**src/design/kmc_divider.sv**
```systemverilog
// ----------------------------------------------------------------------------
// kmc_divider
// Restoring divider, one quotient bit per cycle, truncates toward zero.
// ----------------------------------------------------------------------------
`default_nettype none

module kmc_divider #(
   parameter int NUM_W = 27,
   parameter int DEN_W = 11,
   parameter int QUO_W = 16
) (
   input  wire                      clock,
   input  wire                      reset,
   input  wire                      start,
   input  wire signed [NUM_W-1:0]   num,
   input  wire        [DEN_W-1:0]   den,
   output logic                     done,
   output logic signed [QUO_W-1:0]  quo
);

   localparam int CNT_W = $clog2(NUM_W + 1);

   logic               busy_ff;
   logic               done_ff;
   logic [CNT_W-1:0]   cnt_ff;
   logic [NUM_W-1:0]   q_ff;
   logic [DEN_W-1:0]   rem_ff;
   logic [DEN_W-1:0]   den_ff;
   logic               neg_ff;
   logic [DEN_W:0]     rem_sh;
   logic               fits;
   logic [NUM_W-1:0]   q_signed;

   assign rem_sh   = {rem_ff, q_ff[NUM_W-1]};
   assign fits     = rem_sh >= {1'b0, den_ff};
   assign q_signed = neg_ff ? -q_ff : q_ff;

   always_ff @(posedge clock) begin
      if (reset) begin
         busy_ff <= 1'b0;
         done_ff <= 1'b0;
         cnt_ff  <= '0;
      end else begin
         done_ff <= 1'b0;
         if (start && !busy_ff) begin
            busy_ff <= 1'b1;
            cnt_ff  <= CNT_W'(NUM_W);
         end else if (busy_ff) begin
            cnt_ff <= cnt_ff - CNT_W'(1);
            if (cnt_ff == CNT_W'(1)) begin
               busy_ff <= 1'b0;
               done_ff <= 1'b1;
            end
         end
      end
   end

   always_ff @(posedge clock) begin
      if (start && !busy_ff) begin
         q_ff   <= num[NUM_W-1] ? -num : num;
         neg_ff <= num[NUM_W-1];
         den_ff <= den;
         rem_ff <= '0;
      end else if (busy_ff) begin
         rem_ff <= fits ? DEN_W'(rem_sh - {1'b0, den_ff}) : rem_sh[DEN_W-1:0];
         q_ff   <= {q_ff[NUM_W-2:0], fits};
      end
   end

   assign done = done_ff;
   assign quo  = q_signed[QUO_W-1:0];

endmodule

`default_nettype wire
```
**config.mk**
```make
export PLATFORM = sky130hd
export DESIGN_NAME = kmc_divider
export DESIGN_NICKNAME = d
export VERILOG_FILES = /design/src/design/kmc_divider.sv
export SDC_FILE = /design/constraint.sdc
export NUM_CORES = 1
export LEC_CHECK = 0
export ABC_AREA = 1
export BUFFER_PORTS_ARGS = -buffer_cell sky130_fd_sc_hd__buf_2
export CAP_MARGIN = 40
export CORE_ASPECT_RATIO = 0.8
export CORE_MARGIN = 8
export CORE_UTILIZATION = 53
export CTS_CLUSTER_SIZE = 8
export DETAILED_ROUTE_END_ITERATION = 10
export HOLD_SLACK_MARGIN = 0.02
export PLACE_DENSITY = 0.77
export SETUP_SLACK_MARGIN = 0.5
export SLEW_MARGIN = 20
export SYNTH_ARGS = -nofsm -noshare
export SYNTH_HDL_FRONTEND = slang
export SYNTH_SLANG_ARGS = --single-unit
```
**constraint.sdc**
```tcl
create_clock -name clock -period 1.8 [get_ports clock]
set_input_delay 0.09 -clock clock [delete_from_list [all_inputs] [get_ports clock]]
set_output_delay 0.09 -clock clock [all_outputs]
set_load 0.005 [all_outputs]
```
# --- Word-level counts from Yosys, hierarchy flattened ---
# Cells that the tools add are included.
op_classes:
  n_bitwise: 1
  order_cmp: 1
  mux: 11
  n_eq_ne: 1
  add_sub_neg: 4
  n_reduce_logical: 5
ops:
  columns: ["op", "n"]
  rows:
  - ["2-to-1 mux 27 bit", 3]
  - ["negation 27 bit", 1]
  - ["2-to-1 mux 16 bit", 1]
  - ["negation 16 bit", 1]
  - [">= comparator 12 x 11 -> 1 bit", 1]
  - ["2-to-1 mux 11 bit", 1]
  - ["subtractor 11 bit", 1]
  - ["2-to-1 mux 5 bit", 2]
  - ["equality test 5 x 1 -> 1 bit, second input constant", 1]
  - ["subtractor 5 x 1 -> 5 bit, second input constant", 1]
  - ["2-to-1 mux 1 bit", 4]
  - ["OR reduction 3 bit", 1]
  - ["nonzero test 2 bit", 1]
  - ["OR reduction 2 bit", 1]
  - ["logical AND 1 bit", 1]
  - ["zero test 1 bit", 1]
  - ["NOT 1 bit", 1]
totals:
  word_cells: 31
  input_bits: 41
  register_bits: 57

# --- Depth between registers and ports, before layout ---
logic_depth:
  depth_word: 4
  mapped_depth: 14
  mapped_depth_nobuf: 14

# --- Worst setup path before layout ---
# Ideal clock, no wire load.
synth_timing:
  path_kind: "flip-flop to flip-flop"
  from: "register q_ff[26]"
  to: "register rem_ff[3]"
  slack_ps: -6
  setup_time_ps: 113
  arrival_time_ps: 1693
  path_buffers: 1
  path_stages_with_launch: 13
  path_cell_list: "edfxtp_1 > inv_1 > ha_1 > fa_1 > inv_1 > nand3_1 > nand3_1 > nand2_1 > nand4_2 > buf_6 > nand2_1 > nand3_1 > nand2_1"
synth_between:
  elab_chain_cells: 2
  word_cells_on_any_way: 3
  classes_between: "1 x add/sub; 1 x order compare; 1 x mux"
synth_lines:
  columns: ["element", "line", "rtl"]
  rows:
  - ["start: declaration", "26", "logic [NUM_W-1:0] q_ff;"]
  - ["start signal: assignment", "60", "q_ff <= num[NUM_W-1] ? -num : num;"]
  - ["start signal: assignment", "66", "q_ff <= {q_ff[NUM_W-2:0], fits};"]
  - ["subtractor 11 bit or >= comparator 12 x 11 -> 1 bit (tied branches)", "65, 35", null]
  - ["2-to-1 mux 11 bit (*)", "65", "rem_ff <= fits ? DEN_W'(rem_sh - {1'b0, den_ff}) : rem_sh[DEN_W-1:0];"]
  - ["end signal: assignment", "65", null]
  - ["end: declaration", "27", "logic [DEN_W-1:0] rem_ff;"]
# Every way passes the cells marked *; elsewhere a longest branch is shown, timed or not.
# A chain may end at the register's enable or synchronous reset.

# --- Final worst setup path ---
layout_timing:
  from: "register q_ff[0]"
  to: "output quo[12]"
layout_between:
  elab_chain_cells: 2
layout_lines:
  columns: ["element", "line", "rtl"]
  rows:
  - ["negation 16 bit", "36", "assign q_signed = neg_ff ? -q_ff : q_ff;"]
  - ["2-to-1 mux 16 bit", "36", null]
  - ["end: declaration", "18", "output logic signed [QUO_W-1:0] quo"]
# Every way passes these cells.

==> metrics.md <==
| Metric | Value |
|---|---|
| Cells after synthesis | `about 580` |
| Worst-Skew Late Latency | `around 0.35 ns` |
| Detailed placer's ending HPWL | `7926 um` |
| Clock Pin Slew Worst Setup and Hold Paths | `roughly 0.060 ns` |
| Layout Skew | `~0.011 ns` |
| Port Buffers | `57` |
| TritonCTS clock tree | `yes` |
| Io pins | `58` |
| Synth-to-layout area growth | `32.04%` |
| Setup TNS | `-1.837 ns` |
| Worst Path Required | `1.71 ns` |
| Max Cap Viol | `0` |
| First-pass GRT wire length | `~19,000 um` |
| Buf/Inv on CP | `2` |
| Starting Density | `0.5356` |
| Synth Area in XOR/XNOR | `0.05475` |
| Final setup vio count | `18` |
| Register area share after synthesis | `0.3682` |
| Critical Path Most Common Cell | `nand2_1` |
| CP startpoint kind | `flop` |
| Util after Layout | `0.7072` |
| Clk sink count | `between 50 and 60` |
| Synth Area in Compound Gates | `0.06769` |
| Peak supply drop | `~0.46 mV` |
| Flops & latches, synth | `57` |
| Multiplexer share of the synthesized area | `0` |
| Synth Area in Simple Gates | `0.3463` |
| Crit share post-route | `1.156` |
| Leakage power | `2.652 nW` |
| Vias per Instance | `approximately 5.4` |
| 1st-pass router iterations | `5` |
| Cell with the most instances after synthesis | `nand2_1` |
| Hold WS | `a little over 0.1 ns` |
| CP delay by family, top | `simple AND/OR/NAND/NOR gates` |
| Fin. max-slew vios | `0` |
| CP max FO | `3` |
| Hold Path Class | `input pin to flop` |
| List of most frequent post-synthesis cells | `168 x nand2_1, 90 x inv_1, 56 x nand3_1` |
| Share of the synthesized area in the top cell type | `0.2816` |
| Failing checks | `setup timing` |
| Critical path class | `flop to output port` |
| Post-Place Cells | `~730` |
| Post-synthesis async set-or-reset flop share | `0` |
| Worst-Margin Slew | `between 0.4 and 0.5 ns` |
| GRT Util Overall | `0.2227` |
| Largest net degree at the start of global routing | `28` |
| Initial antenna violation count | `0` |
| Leading post-synthesis cells by cell area | `edfxtp_1 28%, nand2_1 15%, dfxtp_1 8.7%, inv_1 8.1%, nand3_1 6.7%` |
| Antenna Nets Post-Route | `0` |
| FP Rows | `29` |
| Vias in the first global route | `just over 4,000` |
| CP max-delay cell | `edfxtp_1` |
| Final WL | `between 10,000 and 15,000 um` |
| Layout cells sized above 1 | `0.2994` |
| Final hold violation count | `0` |
| Gpl congestion | `~0.9` |
| Root buffer selected by CTS | `clkbuf_8` |
| Adder-cell share of the synthesized area | `0.04994` |
| Final Critical Period | `between 2 and 2.5 ns` |
| Pwr dens | `1088 nW/um2` |
| Clk buf depth | `2` |
| Largest family of logic cells by synthesized area | `simple AND/OR/NAND/NOR gates` |
| Fill count | `approximately 620` |
| WP data arrival | `1.99 ns` |
| Number of enable flip-flop cells after synthesis | `39` |
| Critical path, cell by cell | `inv_2 -> ha_4 -> nand2_4 -> nor3_4 -> nand4_1 -> or2_1 -> nand2_1 -> nand2_1 -> nand2_1 -> buf_2` |
| Iter 0 DRT Violations | `340` |
| Yosys Warn Count | `0` |
| Worst slew margin | `0.6897` |
| Vias | `4,225` |
| H-tree depth reported by CTS | `3` |
| Mean post-synth cell area | `slightly above 7 um2` |
| Post-synth cell types | `42` |
| RSZ-0062 raised after global routing | `true` |
| Chip width | `between 100 and 150 um` |
| TritonCTS buffer count | `9` |
| N_diodes | `0` |
| Layout net count | `730` |
| Die height | `around 95 um` |
| Post-synthesis net count | `between 600 and 700` |
| Die area | `10,960 um2` |
| Core Region | `7765 um2` |
| DRC Markers | `0` |
| Avg WL per Cell | `15.59 um` |
| Final WS setup | `-0.2815 ns` |
| Grt ovf | `0` |
| Outcome | `finished, violations left` |
| Max stage delay on crit path | `0.43 ns` |
| Post-Syn Area | `roughly 4200 um2` |
| Post-Layout Cell Count | `between 700 and 800` |
| Worst Setup End Kind | `output port` |
| Primary FF master, synth | `edfxtp_1` |
| F_max | `roughly 0.48 GHz` |
| Largest area contributor in the netlist | `edfxtp_1` |
## worst paths after layout
check	start	endpoint	slack, ns	depth (start not counted)
setup reg to reg	den_ff[0]$_DFFE_PP_	rem_ff[3]$_SDFFE_PP0P_	-0.04	11
setup / recovery	q_ff[0]$_DFFE_PP_	quo[12]	-0.28	10
hold reg to reg	cnt_ff[4]$_SDFFE_PP0P_	cnt_ff[4]$_SDFFE_PP0P_	0.48	1
hold / removal	num[0]	q_ff[0]$_DFFE_PP_	0.10	3
## worst min-delay path, stage by stage
cell	delay (ns)
buf_2	0.08
inv_2	0.05
o21ai_2	0.12
## cells by family after synthesis
kind of cell             Yosys count
AO/OA/AOI/OAI                     50
XOR/XNOR                          26
adder cells (fa/ha/maj)           16
buffers and inverters            115
flip-flops                        57
AND/OR/NAND/NOR                  311
## cell type report
cell class | count | area (um2) | share of cell area
timing repair buffer | 103 | 752.0 | 0.1369
timing repair inverter | 1 | 8.758 | 0.001595
multi-input combinational | 404 | 2525 | 0.4598
clock buffer | 11 | 131.4 | 0.02392
sequential | 57 | 1533 | 0.2791
clock inverter | 5 | 33.78 | 0.006152
tap | 108 | 135.1 | 0.02461
inverter | 97 | 372.9 | 0.06790
## state kept, by name (all words and copies together), names as in the netlist
signal and cells:
done 1, q_ff 27, neg_ff 1, busy_ff 1, cnt_ff 5, den_ff 11, rem_ff 11
## routing by layer
layer,GRT usage,routed length [um],part of all wire
met5,0,0,0
met4,0.09160,368,0.030
met3,0.06709,909,0.074
met2,0.3677,5824,0.48
met1,0.2675,5153,0.42
## timing repair
| item | 4_1_cts | 5_1_grt |
|---|---|---|
| setup buffers | 15 | 7 |
| setup endpoints to repair | 73 | 64 |
| endpoints found under the hold margin | 15 | 0 |
| hold buffers | 12 | 0 |
| resized for setup | 47 | 42 |
| gates cloned | 2 | 1 |
| pin swaps | 20 | 18 |
## layout by cell type (no fill, tap or decap), types with 18 or more instances in the layout
cell type    n
buf_2       57
buf_4       21
edfxtp_1    39
inv_1       84
nand2_1    150
nand2_2     18
nand3_1     42
nand4_1     21
nor2_1      24
o21ai_0     19
## through the flow
step | total power (W) | setup WS [ns] | cell area, um2
2_1_floorplan | 0.003509 | 0.1137 | 4264
3_3_place_gp | 0.004031 | 0.06837 | 4632
3_5_place_dp | 0.004093 | -0.04985 | 4632
4_1_cts | 0.005565 | -0.2147 | 5249
5_1_grt | 0.006364 | -0.3733 | 5492
6_report | 0.005973 | -0.2815 | 5492
## report_power, final
| part | total (W) | switching (W) | internal, W | leakage (nW) |
|---|---|---|---|---|
| logic | 0.00308 | 0.00179 | 0.00128 | 2.03 |
| registers | 0.00185 | 0.000188 | 0.00167 | 0.539 |
| clock network | 0.00104 | 0.000547 | 0.000496 | 0.0793 |
| total | 0.00597 | 0.00253 | 0.00344 | 2.65 |
Note: power is estimated with default switching activity, not from simulation.
