==> config.mk <==
export PLATFORM = sky130hd
export DESIGN_NAME = kmc_sqdist
export DESIGN_NICKNAME = d
export VERILOG_FILES = /design/src/design/kmc_pkg.sv /design/src/design/kmc_sqdist.sv
export SDC_FILE = /design/constraint.sdc
export NUM_CORES = 1
export LEC_CHECK = 0
export ABC_AREA = 1
export BUFFER_PORTS_ARGS = -buffer_cell sky130_fd_sc_hd__buf_2
export CAP_MARGIN = 10
export CORE_ASPECT_RATIO = 1.75
export CORE_UTILIZATION = 64
export CTS_CLUSTER_DIAMETER = 120
export DETAILED_ROUTE_END_ITERATION = 12
export PLACE_DENSITY_LB_ADDON = 0.12
export SETUP_SLACK_MARGIN = 0.15
export SLEW_MARGIN = 20
export SYNTH_ARGS = -nofsm -noshare
export SYNTH_HDL_FRONTEND = slang
export SYNTH_SLANG_ARGS = --single-unit
export TNS_END_PERCENT = 50
==> constraint.sdc <==
create_clock -name clock -period 8.39 [get_ports clock]
set_input_delay 1.2585 -clock clock [delete_from_list [all_inputs] [get_ports clock]]
set_output_delay 1.2585 -clock clock [all_outputs]
set_load 0.03 [all_outputs]
==> src/design/kmc_pkg.sv <==
// ----------------------------------------------------------------------------
// kmc_pkg
// Shared types and constants of the 2D k-means clustering block.
// ----------------------------------------------------------------------------
`default_nettype none

package kmc_pkg;

   localparam int COORD_WIDTH     = 16;
   localparam int MAX_CLASSES     = 16;
   localparam int MAX_POINTS      = 1024;
   localparam int CLASS_WIDTH     = 4;
   localparam int INDEX_WIDTH     = 10;
   localparam int ITER_WIDTH      = 8;
   localparam int CLASS_CNT_WIDTH = 5;
   localparam int CSR_INDEX_WIDTH = 8;
   localparam int CSR_DATA_WIDTH  = 8;

   localparam logic [1:0] MODE_LOAD   = 2'd0;
   localparam logic [1:0] MODE_POINT  = 2'd1;
   localparam logic [1:0] MODE_QUERY  = 2'd2;
   localparam logic [1:0] MODE_UNUSED = 2'd3;

   localparam logic KIND_MEAN  = 1'b0;
   localparam logic KIND_CLASS = 1'b1;

   localparam logic [CSR_INDEX_WIDTH-1:0] CSR_ITER  = 8'd0;
   localparam logic [CSR_INDEX_WIDTH-1:0] CSR_CLASS = 8'd1;

   typedef struct packed {
      logic [1:0]                    mode;
      logic [INDEX_WIDTH-1:0]        index;
      logic signed [COORD_WIDTH-1:0] coord_x;
      logic signed [COORD_WIDTH-1:0] coord_y;
      logic                          final_point;
   } req_type;

   typedef struct packed {
      logic                          kind;
      logic [CLASS_WIDTH-1:0]        class_id;
      logic signed [COORD_WIDTH-1:0] mean_x;
      logic signed [COORD_WIDTH-1:0] mean_y;
      logic                          end_of_run;
   } rsp_type;

   typedef struct packed {
      logic signed [COORD_WIDTH-1:0] x;
      logic signed [COORD_WIDTH-1:0] y;
   } point_type;

endpackage

`default_nettype wire

==> src/design/kmc_sqdist.sv <==
// ----------------------------------------------------------------------------
// kmc_sqdist
// Squared euclidean distance unit, one shared multiplier used for x then y.
// ----------------------------------------------------------------------------
`default_nettype none

module kmc_sqdist (
   input  wire                         clock,
   input  wire                         reset,
   input  wire                         start,
   input  kmc_pkg::point_type          pt,
   input  kmc_pkg::point_type          cen,
   output logic                        done,
   output logic [2*kmc_pkg::COORD_WIDTH:0] distance
);

   localparam int CW = kmc_pkg::COORD_WIDTH;

   typedef enum logic [3:0] {
      SD_IDLE = 4'b0001,
      SD_MULX = 4'b0010,
      SD_MULY = 4'b0100,
      SD_ADD  = 4'b1000
   } sd_state_type;

   sd_state_type      state_ff, state_in;
   logic [CW-1:0]     dx_ff, dy_ff;
   logic [2*CW-1:0]   sqx_ff, sqy_ff;
   logic [2*CW:0]     dist_ff;
   logic              done_ff;
   logic signed [CW:0] ex, ey;
   logic [CW-1:0]     op;
   logic [2*CW-1:0]   prod;

   assign ex   = {pt.x[CW-1], pt.x} - {cen.x[CW-1], cen.x};
   assign ey   = {pt.y[CW-1], pt.y} - {cen.y[CW-1], cen.y};
   assign op   = (state_ff == SD_MULX) ? dx_ff : dy_ff;
   assign prod = op * op;

   always_comb begin
      unique case (state_ff)
         SD_IDLE: state_in = start ? SD_MULX : SD_IDLE;
         SD_MULX: state_in = SD_MULY;
         SD_MULY: state_in = SD_ADD;
         SD_ADD:  state_in = SD_IDLE;
         default: state_in = SD_IDLE;
      endcase
   end

   always_ff @(posedge clock) begin
      if (reset) begin
         state_ff <= SD_IDLE;
         done_ff  <= 1'b0;
      end else begin
         state_ff <= state_in;
         done_ff  <= (state_ff == SD_ADD);
      end
   end

   always_ff @(posedge clock) begin
      if (state_ff == SD_IDLE && start) begin
         // magnitude of the difference always fits the coordinate width unsigned
         dx_ff <= ex[CW] ? CW'(-ex) : ex[CW-1:0];
         dy_ff <= ey[CW] ? CW'(-ey) : ey[CW-1:0];
      end
      if (state_ff == SD_MULX) sqx_ff <= prod;
      if (state_ff == SD_MULY) sqy_ff <= prod;
      if (state_ff == SD_ADD)  dist_ff <= {1'b0, sqx_ff} + {1'b0, sqy_ff};
   end

   assign done     = done_ff;
   assign distance = dist_ff;

endmodule

`default_nettype wire

# ---- Word-level counts from Yosys, hierarchy flattened
# Cells that the tools add are included.
dict set report word_totals {
  word_cells 23
  reg_bits 134
  input_bits 67
  output_inout_bits 34
}
dict set report op_classes {
  n_reduce_logical 1
  muxes 5
  n_eq_ne 4
  multipliers 1
  add_sub_neg 5
}
# operator count
set ops {}
lappend ops {{$mux W16} 3}
lappend ops {{$sub A16 B16 Y17} 2}
lappend ops {{$add A32 B32 Y33} 1}
lappend ops {{$mul A16 B16 Y32} 1}
lappend ops {{$neg A16 Y16} 2}
lappend ops {{$pmux W4 S3} 1}
lappend ops {{$eq A4 B1 Y1 const B} 1}
lappend ops {{$eq A4 B2 Y1 const B} 1}
lappend ops {{$eq A4 B3 Y1 const B} 1}
lappend ops {{$eq A4 B4 Y1 const B} 1}
lappend ops {{$mux W2} 1}
lappend ops {{$logic_and A1 B1 Y1} 1}

# ---- Depth between registers and ports, before layout
# Gate-level depths: netlist of the first run.
dict set report logic_depth {
  word_depth 3
  ltp_mapped 31
  depth_no_buf 29
}

# ---- Least setup slack after synthesis of the first run
# OpenSTA, ideal clock, no wires.
dict set report synth_path {
  path_type {register to register}
  from {register state_ff[2]}
  to {register sqx_ff[31] (data pin)}
  path_slack_ns 2.435
  n_path_buf 1
  setup_time_ns 0.264
  arrival_ns 5.691
  synth_period_minus_slack_ns 5.955
  required_time_ns 8.126
  stages_incl_launch_ff 26
  cell_sequence {dfxtp_1 nor2_2 nand3_4 buf_4 o21ai_2 inv_2 nor2_1 fa_1 fa_1 inv_1 fa_1 inv_1 fa_1 fa_1 inv_1 fa_1 inv_1 ha_1 a21o_1 a21oi_1 nand2_1 a21oi_1 nand2_1 nand2_1 nand2_1 xnor2_1}
}
dict set report synth_between {
  elab_chain_len 3
}
# element line_no
set synth_rtl {}
lappend synth_rtl {{start, declared} kmc_sqdist.sv:26} ;# sd_state_type state_ff, state_in;
lappend synth_rtl {{start signal, assigned} kmc_sqdist.sv:55} ;# state_ff <= state_in;
lappend synth_rtl {{$eq A4 B2 Y1} kmc_sqdist.sv:37} ;# assign op = (state_ff == SD_MULX) ? dx_ff : dy_ff;
lappend synth_rtl {{$mux W16} kmc_sqdist.sv:37}
lappend synth_rtl {{$mul A16 B16 Y32} kmc_sqdist.sv:38} ;# assign prod = op * op;
lappend synth_rtl {{named net prod[31]} kmc_sqdist.sv:33} ;# logic [2*CW-1:0] prod;
lappend synth_rtl {{end signal, assigned} kmc_sqdist.sv:66} ;# if (state_ff == SD_MULX) sqx_ff <= prod;
lappend synth_rtl {{end, declared} kmc_sqdist.sv:28} ;# logic [2*CW-1:0] sqx_ff, sqy_ff;
# The timed path passes the listed nets, and every way through them passes these cells.
# A chain may end at the register's enable or synchronous reset.

# ---- Worst setup path in the final report of the first run
dict set report layout_path {
  from {register state_ff[2]}
  to {register sqx_ff[30] (data pin)}
}
dict set report layout_between {
  elab_chain_len 3
}
# element line_no
set layout_rtl {}
lappend layout_rtl {{$eq A4 B2 Y1} kmc_sqdist.sv:37}
lappend layout_rtl {{$mux W16} kmc_sqdist.sv:37}
lappend layout_rtl {{named net op[0]} kmc_sqdist.sv:32} ;# logic [CW-1:0] op;
lappend layout_rtl {{$mul A16 B16 Y32} kmc_sqdist.sv:38}
lappend layout_rtl {{named net prod[30]} kmc_sqdist.sv:33}
# The timed path passes the listed nets, and every way through them passes these cells.

==> flow_metrics.tcl, run 1 <==
set metrics [dict create \
    die_height_um 212 \
    critPathRequiredTime_ns 8.66 \
    dr_wl_met2_mm 23.8 \
    post_cts_resized 0 \
    cts_setup_buffers 0 \
    fin_area_mm2 0.0175 \
    fin_crit_sh_pct 90.5 \
    wirelength_mm 40.4 \
    dr.pass1.iters 8 \
    synth.distinct_cells 43 \
    reg2reg_from "state_ff[2]$_SDFF_PP0_" \
    hold_violations 0 \
    worstPathArrival_ns 7.87 \
    post-route-worst-setup-slack_ns 0.797 \
    gp_congestion 0.971 \
    dpl_cell_area_mm2 0.0170 \
    cts_tree "yes" \
    synth_edf_count 127 \
    antenna_found_initial 0 \
    dieArea_mm2 0.0258 \
    clock-root-buffer "clkbuf_16" \
    max-slew-margin-rel_pct 58.8 \
    num_antenna_cells 0 \
    avgSynthCellArea_um2 8.24 \
    grt_max_degree 35 \
    cts_sinks 132 \
    synthCells 1954 \
    overflow 0 \
    met3WireLength_mm 1.25 \
    ys_warn_count 0 \
    synth_seq_cells 132 \
    cts_buffers 17 \
    setup_tns_ns 0 \
    coreArea_mm2 0.0246 \
    clock_skew_ns 0.0115 \
    wirelength_met1_mm 12.2 \
    drive_gt1_share_pct 10.7 \
    rsz0062_at_grt "no" \
    layout.nets 2460 \
    worst_slew_pin_slew_ns 0.616 \
    syn_area_mm2 0.0161 \
    async_reset_ff_share_pct 0 \
    path_clk_slew_ns 0.07 \
    port-buffer-count 100 \
    cp-end-kind "register" \
    hold_path.class "register to register" \
    start_util_pct 65.4 \
    synth_top_area_share_pct 23.7 \
    min_from "sqy_ff[2]$_DFFE_PP_" \
    grtUsageTotal_pct 33.4 \
    yosys-top-cells-count "nand2_1, inv_1, nor2_1" \
    synth.net_count 2347 \
    fmax_mhz 132 \
    viasPerCell 5.47 \
    crit_start "state_ff[2]$_SDFF_PP0_" \
    grt_pass1_vias 13652 \
    fin_crit_ns 7.59 \
    post-place-ws_ns 0.926 \
    drc 0 \
    critical_path_class "register to register" \
    wl_per_cell_um 16.9 \
    drv_cap 0 \
    yosysMostFrequentCell "nand2_1" \
    status "finished clean" \
    clock_path_buffers 2 \
    synthToLayoutAreaGrowth_pct 8.77 \
    drt-initial-drc-count 547 \
    ys_top_cells_by_area "edfxtp_1, fa_1, ha_1" \
    synth-seq-area-share_pct 24.3 \
    top_layer "met4" \
    grt_pass1_wl_mm 64.0 \
    rows 76 \
    cp_max_fo 34 \
    start_kind "register" \
    io_pins 101 \
    slew_violations 0 \
    cts-hold-fix-buffers 0 \
    dr_total_vias 13088 \
    fp.dieW_um 122 \
    htreeDepth 4 \
    setup_viol 0 \
    synth_ff_type "edfxtp_1" \
    synth_top_cell_by_area "edfxtp_1" \
    clock_latency_ns 0.45 \
    drtAntennaViolNets 0 \
    dp_hpwl_mm 34.5 \
]
==> registers in the layout, summed over array words and instances (netlist names) <==
register and cells:
distance 33, sqx_ff 31, sqy_ff 31, dx_ff 16
dy_ff 16, state_ff 4, done 1
==> through the flow <==
stage          util (%)  hold WS [ns]  instances
2_1_floorplan         -         0.465       1954
3_3_place_gp       68.8         0.497       2360
3_5_place_dp       68.8         0.529       2360
4_1_cts            71.1         0.540       2392
5_1_grt            71.1         0.548       2392
6_report           71.1         0.537       2392
==> cells in the final DEF, fill, tap and decap left out, types with 4 or more instances in the layout <==
cell       instances
nand2_1          421
inv_1            420
nor2_1           186
fa_1             164
ha_1             162
edfxtp_1         127
buf_2            100
a21oi_1           98
nand3_1           73
xor2_1            53
o21ai_0           42
xnor2_1           32
nand2_2           23
inv_2             17
clkbuf_16         17
nand4_1           16
nor3_1            15
o21ai_2           10
a21o_1            10
nor2_2             9
nand3_2            9
inv_6              8
buf_4              8
o21ai_4            6
and2_1             5
dfxtp_1            5
o21bai_1           4
o21ai_1            4
nand3b_1           4
==> path summary, 6_finish.rpt <==
path                                              end  slack, ns  depth (start not counted)
worst min register to register  distance[2]$_DFFE_PP_       0.54                          1
worst max-delay path             sqx_ff[30]$_DFFE_PP_       0.80                         23
worst min-delay path            distance[2]$_DFFE_PP_       0.54                          1
worst max register to register   sqx_ff[30]$_DFFE_PP_       0.80                         23
==> cell type report <==
| cell class | count | area, um^2 |
|---|---|---|
| Fill cell | 1995 | 7120 |
| Clock inverter | 15 | 131 |
| Tap cell | 312 | 390 |
| Sequential cell | 132 | 3910 |
| Multi-Input combinational cell | 1371 | 10500 |
| Clock buffer | 17 | 425 |
| Inverter | 437 | 1640 |
| Timing Repair Buffer | 108 | 561 |
==> routing by layer <==
| layer | GRT usage, % | up-vias |
|---|---|---|
| met5 | 0 | - |
| met4 | 24.6 | 0 |
| met3 | 5.20 | 182 |
| met2 | 68.7 | 390 |
| met1 | 26.5 | 6176 |
| li1 | - | 6340 |
==> worst max-delay path: stages (launching register included) <==
cell	delay [ns]
dfxtp_1	0.35
nor2_2	0.17
nand3_4	0.39
o21ai_1	0.55
inv_2	0.27
nor2_1	0.33
inv_1	0.11
fa_1	0.46
fa_1	0.55
inv_1	0.04
ha_1	0.31
fa_1	0.51
fa_1	0.55
inv_1	0.05
fa_1	0.52
inv_1	0.04
ha_1	0.34
a21oi_1	0.24
a21boi_0	0.53
nand2_1	0.19
nand2_1	0.14
nand3_1	0.25
a21oi_1	0.25
xor2_1	0.22
==> kinds of logic (layout without fill, tap and decap cells) <==
logic type | after synthesis | after routing | share of synthesized area (%)
XOR/XNOR | 85 | 85 | 4.62
buffers and inverters | 451 | 577 | 10.8
AND/OR/NAND/NOR | 770 | 770 | 20.2
adder cells (fa/ha/maj) | 326 | 326 | 33.0
flip-flops | 132 | 132 | 24.3
AO/OA/AOI/OAI | 190 | 190 | 7.07
Power of run 1 is not shown: default switching activity piles up to over one toggle a cycle in this logic, so the estimate is an artifact.
==> run 2, diff against run 1 <==
Settings changed: BUFFER_PORTS_ARGS -buffer_cell sky130_fd_sc_hd__buf_2 to unset, CORE_UTILIZATION 64 to 67, DONT_BUFFER_PORTS set to 1.
==> run 2 against run 1 <==
  * Die area fell by 4.4%
  * Worst setup slack lost 0.25 ns
  * Sequential share of layout area increased by 0.63 points
  * Largest cell class unchanged
  * Via count down 2.7%
==> flow_metrics.tcl, run 2 (synthesized netlist as in run 1, its figures left out) <==
set metrics [dict create \
    status "finished clean" \
    start_util_pct 68.7 \
    critical_path_class "register to register" \
    final_common_cell "nand2_1" \
    min_from "state_ff[3]$_SDFF_PP0_" \
    coreArea_mm2 0.0234 \
    drt-initial-drc-count 551 \
    worst_slew_pin_slew_ns 0.744 \
    drv_cap 0 \
    clock_skew_ns 0.0115 \
    grtUsageTotal_pct 33.1 \
    die_height_um 207 \
    dp_hpwl_mm 33.0 \
    layout.nets 2360 \
    drc 0 \
    cts_sinks 132 \
    final_cell_mix "nand2_1, inv_1, nor2_1, fa_1, ha_1" \
    grt_pass1_vias 13664 \
    htreeDepth 4 \
    min_to "done$_SDFF_PP0_" \
    r2r_cells 23 \
    wirelength_mm 38.7 \
    viasPerCell 5.57 \
    cts_setup_buffers 0 \
    fmax_mhz 128 \
    cp_max_fo 34 \
    path_clk_slew_ns 0.07 \
    grt_pass1_wl_mm 62.9 \
    fp.dieW_um 119 \
    cts_tree "yes" \
    slew_violations 0 \
    cts-hold-fix-buffers 0 \
    setup_viol 0 \
    hold_violations 0 \
    clock_path_buffers 2 \
    drtAntennaViolNets 0 \
    num_antenna_cells 0 \
    io_pins 101 \
    rrSetupSlack_ns 0.55 \
    max-slew-margin-rel_pct 50.0 \
    largest_reg_flops 33 \
    fin_crit_sh_pct 93.5 \
    worstPathArrival_ns 8.11 \
    timing.rr.end "sqy_ff[30]$_DFFE_PP_" \
    antenna_found_initial 0 \
    dr_total_vias 12732 \
    drive_gt1_share_pct 6.26 \
    grt_max_degree 35 \
    setup_tns_ns 0 \
    rows 74 \
    clock-root-buffer "clkbuf_16" \
    synthToLayoutAreaGrowth_pct 5.77 \
    rsz0062_at_grt "no" \
    cp-end-kind "register" \
    gp_congestion 0.974 \
    clock_latency_ns 0.44 \
    wl_per_cell_um 16.9 \
    start_kind "register" \
    dr.pass1.iters 5 \
    min_path_cells 2 \
    fin_crit_ns 7.84 \
    hold_path.class "register to register" \
    overflow 0 \
    critPathRequiredTime_ns 8.66 \
    cts_buffers 17 \
    post_cts_resized 0 \
    n_fill_cell 1839 \
    port-buffer-count 0 \
    reg2reg_from "state_ff[2]$_SDFF_PP0_" \
    dieArea_mm2 0.0247 \
]
-- run 2: cell types whose count changed in the layout (fill, tap and decap cells not counted), sizes merged --
cell and change:
bufinv +1, clkinvlp +2, buf -100, clkinv -2, inv -1
-- run 2: cell type report --
type / instances / area [um^2] / area share, %
Clock buffer: 17 / 425 / 2.50
Clock inverter: 15 / 160 / 0.940
Inverter: 437 / 1640 / 9.63
Multi-Input combinational cell: 1371 / 10500 / 61.4
Sequential cell: 132 / 3910 / 23.0
Tap cell: 304 / 380 / 2.23
Timing Repair Buffer: 8 / 60.1 / 0.353
-- run 2: worst max-delay path, stage by stage, from the launching register on --
cell	delay [ns]
dfxtp_1	0.35
nor2_2	0.16
nand3_4	0.40
o21ai_2	0.63
inv_2	0.21
nor2_1	0.36
inv_1	0.11
fa_1	0.47
fa_1	0.56
inv_1	0.05
ha_1	0.31
fa_1	0.52
fa_1	0.54
inv_1	0.05
fa_1	0.52
inv_1	0.04
ha_1	0.35
a21oi_1	0.34
a21boi_0	0.66
nand2_1	0.27
nand2_1	0.15
nand3_1	0.17
a21oi_1	0.20
xor2_1	0.22
-- run 2: layer usage --
metal / track usage (%) / share of wire (%) / up-vias
li1: - / - / 6126
met1: 27.2 / 31 / 6023
met2: 68.5 / 59 / 413
met3: 3.66 / 2.8 / 170
met4: 23.9 / 7.4 / 0
met5: 0 / 0 / -
-- run 2: worst max path at each step --
stage	startpoint	end	slack, ns	cells after the start
finish	state_ff[2]$_SDFF_PP0_	sqy_ff[30]$_DFFE_PP_	0.55	23
global route	state_ff[2]$_SDFF_PP0_	sqx_ff[30]$_DFFE_PP_	0.25	24
CTS	state_ff[2]$_SDFF_PP0_	sqy_ff[30]$_DFFE_PP_	0.73	23
detailed placement	state_ff[2]$_SDFF_PP0_	sqy_ff[30]$_DFFE_PP_	0.75	23
global placement	state_ff[2]$_SDFF_PP0_	sqx_ff[30]$_DFFE_PP_	0.76	24
floorplan	state_ff[2]$_SDFF_PP0_	sqx_ff[31]$_DFFE_PP_	2.43	25
-- run 2: metrics by stage --
stage               setup WS [ns]  utilization (%)  cells  area [um^2]  hold slack, ns
finish                      0.549             72.7   2284        17000           0.529
global route                0.252             72.7   2284        17000           0.547
CTS                         0.727             72.7   2284        17000           0.532
detailed placement          0.751             70.2   2252        16400           0.522
global placement            0.761             70.2   2252        16400           0.494
floorplan                    2.43                -   1954        16100           0.465
Power of run 2 is left out for the same reason.
==> run 3, diff against run 2 <==
Settings changed: CORE_UTILIZATION 67 to 60, SKIP_LAST_GASP set to 1.
==> run 3 against run 2 <==
  * Clock skew about the same
  * Fmax grew 2.7%
  * Register-to-register slack gained 0.21 ns
  * Critical endpoint is now sqx_ff[30]$_DFFE_PP_
==> flow_metrics.tcl, run 3 (synthesized netlist as in run 1, its figures left out) <==
set metrics [dict create \
    final_common_cell "nand2_1" \
    drv_cap 0 \
    clock_path_buffers 2 \
    register_area_mm2 0.00391 \
    grt_pass1_vias 13245 \
    cts_setup_buffers 0 \
    dr.pass1.iters 5 \
    rsz0062_at_grt "no" \
    status "finished clean" \
    start_kind "register" \
    utilization_pct 64.4 \
    drt-initial-drc-count 553 \
    slew_violations 0 \
    largest_reg_flops 33 \
    cts_buffers 17 \
    port-buffer-count 0 \
    cts_tree "yes" \
    coreArea_mm2 0.0265 \
    drtAntennaViolNets 0 \
    slowest_delay_ns 0.62 \
    clock-root-buffer "clkbuf_16" \
    dr_total_vias 12638 \
    overflow 0 \
    start_util_pct 60.8 \
    layout.nets 2359 \
    critPathRequiredTime_ns 8.58 \
    critical_path_class "register to register" \
    gp_congestion 0.944 \
    multi_input_area_mm2 0.0105 \
    dp_hpwl_mm 33.0 \
    grt_max_degree 35 \
    path_cells "nor2_2 -> nand3_4 -> o21ai_2 -> inv_2 -> nor2_1 -> inv_1 -> fa_1 -> fa_1 -> inv_1 -> ha_1 -> fa_1 -> fa_1 -> inv_1 -> fa_1 -> inv_1 -> ha_1 -> a21oi_1 -> a21boi_0 -> nand2_1 -> nand2_1 -> nand3_1 -> a21oi_1 -> xor2_1" \
    wl_per_cell_um 16.4 \
    clock_latency_ns 0.44 \
    wirelength_mm 37.8 \
    rows 79 \
    fp.dieW_um 126 \
    n_fill_cell 2333 \
    fmax_mhz 131 \
    die_height_um 219 \
    cp-end-kind "register" \
    drive_gt1_share_pct 6.11 \
    fin_crit_sh_pct 91.0 \
    synthToLayoutAreaGrowth_pct 5.98 \
    cts-hold-fix-buffers 0 \
    hold_path.class "register to register" \
    viasPerCell 5.49 \
    io_pins 101 \
    drc 0 \
    num_antenna_cells 0 \
    cts_sinks 132 \
    antenna_found_initial 0 \
    worst_slew_pin_slew_ns 0.670 \
    worstPathArrival_ns 7.82 \
    cp_max_fo 34 \
    clock_skew_ns 0.0118 \
    setup_tns_ns 0 \
    fin_crit_ns 7.63 \
    post_cts_resized 0 \
    hold_violations 0 \
    setup_viol 0 \
    grt_pass1_wl_mm 60.4 \
    dieArea_mm2 0.0275 \
    final_cell_mix "nand2_1, inv_1, nor2_1, fa_1, ha_1" \
    grtUsageTotal_pct 29.0 \
    htreeDepth 4 \
    cp_common_cell "fa_1" \
    max-slew-margin-rel_pct 54.9 \
    cp_slowest_cell "o21ai_2" \
    path_clk_slew_ns 0.06 \
]
## run 3: cell count changes in the layout (fill, tap and decap cells not counted), sizes merged
cell,change
clkinv,+3
buf,-1
clkbuf,+2
inv,-4
clkinvlp,-3
bufinv,+2
## run 3: per-layer routing
layer	vias to the layer above	track usage [%]	wire, um
li1	6136	-	-
met1	5966	22.8	11700
met2	360	61.1	22100
met3	176	3.45	893
met4	0	22.8	3060
met5	-	0	0
## run 3: area by class of cell
class,count,area share (%)
clock buffers,19,2.54
clock inverters,13,0.990
inverters,437,9.61
multi-input cells,1371,61.2
flip-flops and latches,132,22.9
well taps,324,2.38
repair buffers,7,0.308
## run 3: worst max-delay path: cells and delay by family, from the launching register on
kind / cells / cell delay (ns)
adders and majority gates: 7 / 3.28
and+or+nand+nor: 6 / 1.44
xor gates and xnor gates: 1 / 0.10
DFF: 1 / 0.35
AOI/OAI and AO/OA: 4 / 1.70
buffers and inverters: 5 / 0.47
## run 3: per-stage QoR
step	setup slack [ns]	cell area (um^2)	hold WS (ns)	std cells
after global placement	0.895	16500	0.495	2271
after CTS	0.849	17100	0.532	2303
final	0.755	17100	0.529	2303
after floorplan	2.43	16100	0.465	1954
after detailed placement	0.863	16500	0.516	2271
after global routing	0.501	17100	0.551	2303
## run 3: path summary, 6_finish.rpt
check	start	endpoint	slack [ns]	depth (start not counted)
worst min register to register	state_ff[2]$_SDFF_PP0_	done$_SDFF_PP0_	0.53	1
worst max-delay path	state_ff[2]$_SDFF_PP0_	sqx_ff[30]$_DFFE_PP_	0.76	23
worst max register to register	state_ff[2]$_SDFF_PP0_	sqx_ff[30]$_DFFE_PP_	0.76	23
worst min-delay path	state_ff[2]$_SDFF_PP0_	done$_SDFF_PP0_	0.53	1
Power of run 3 is left out for the same reason.
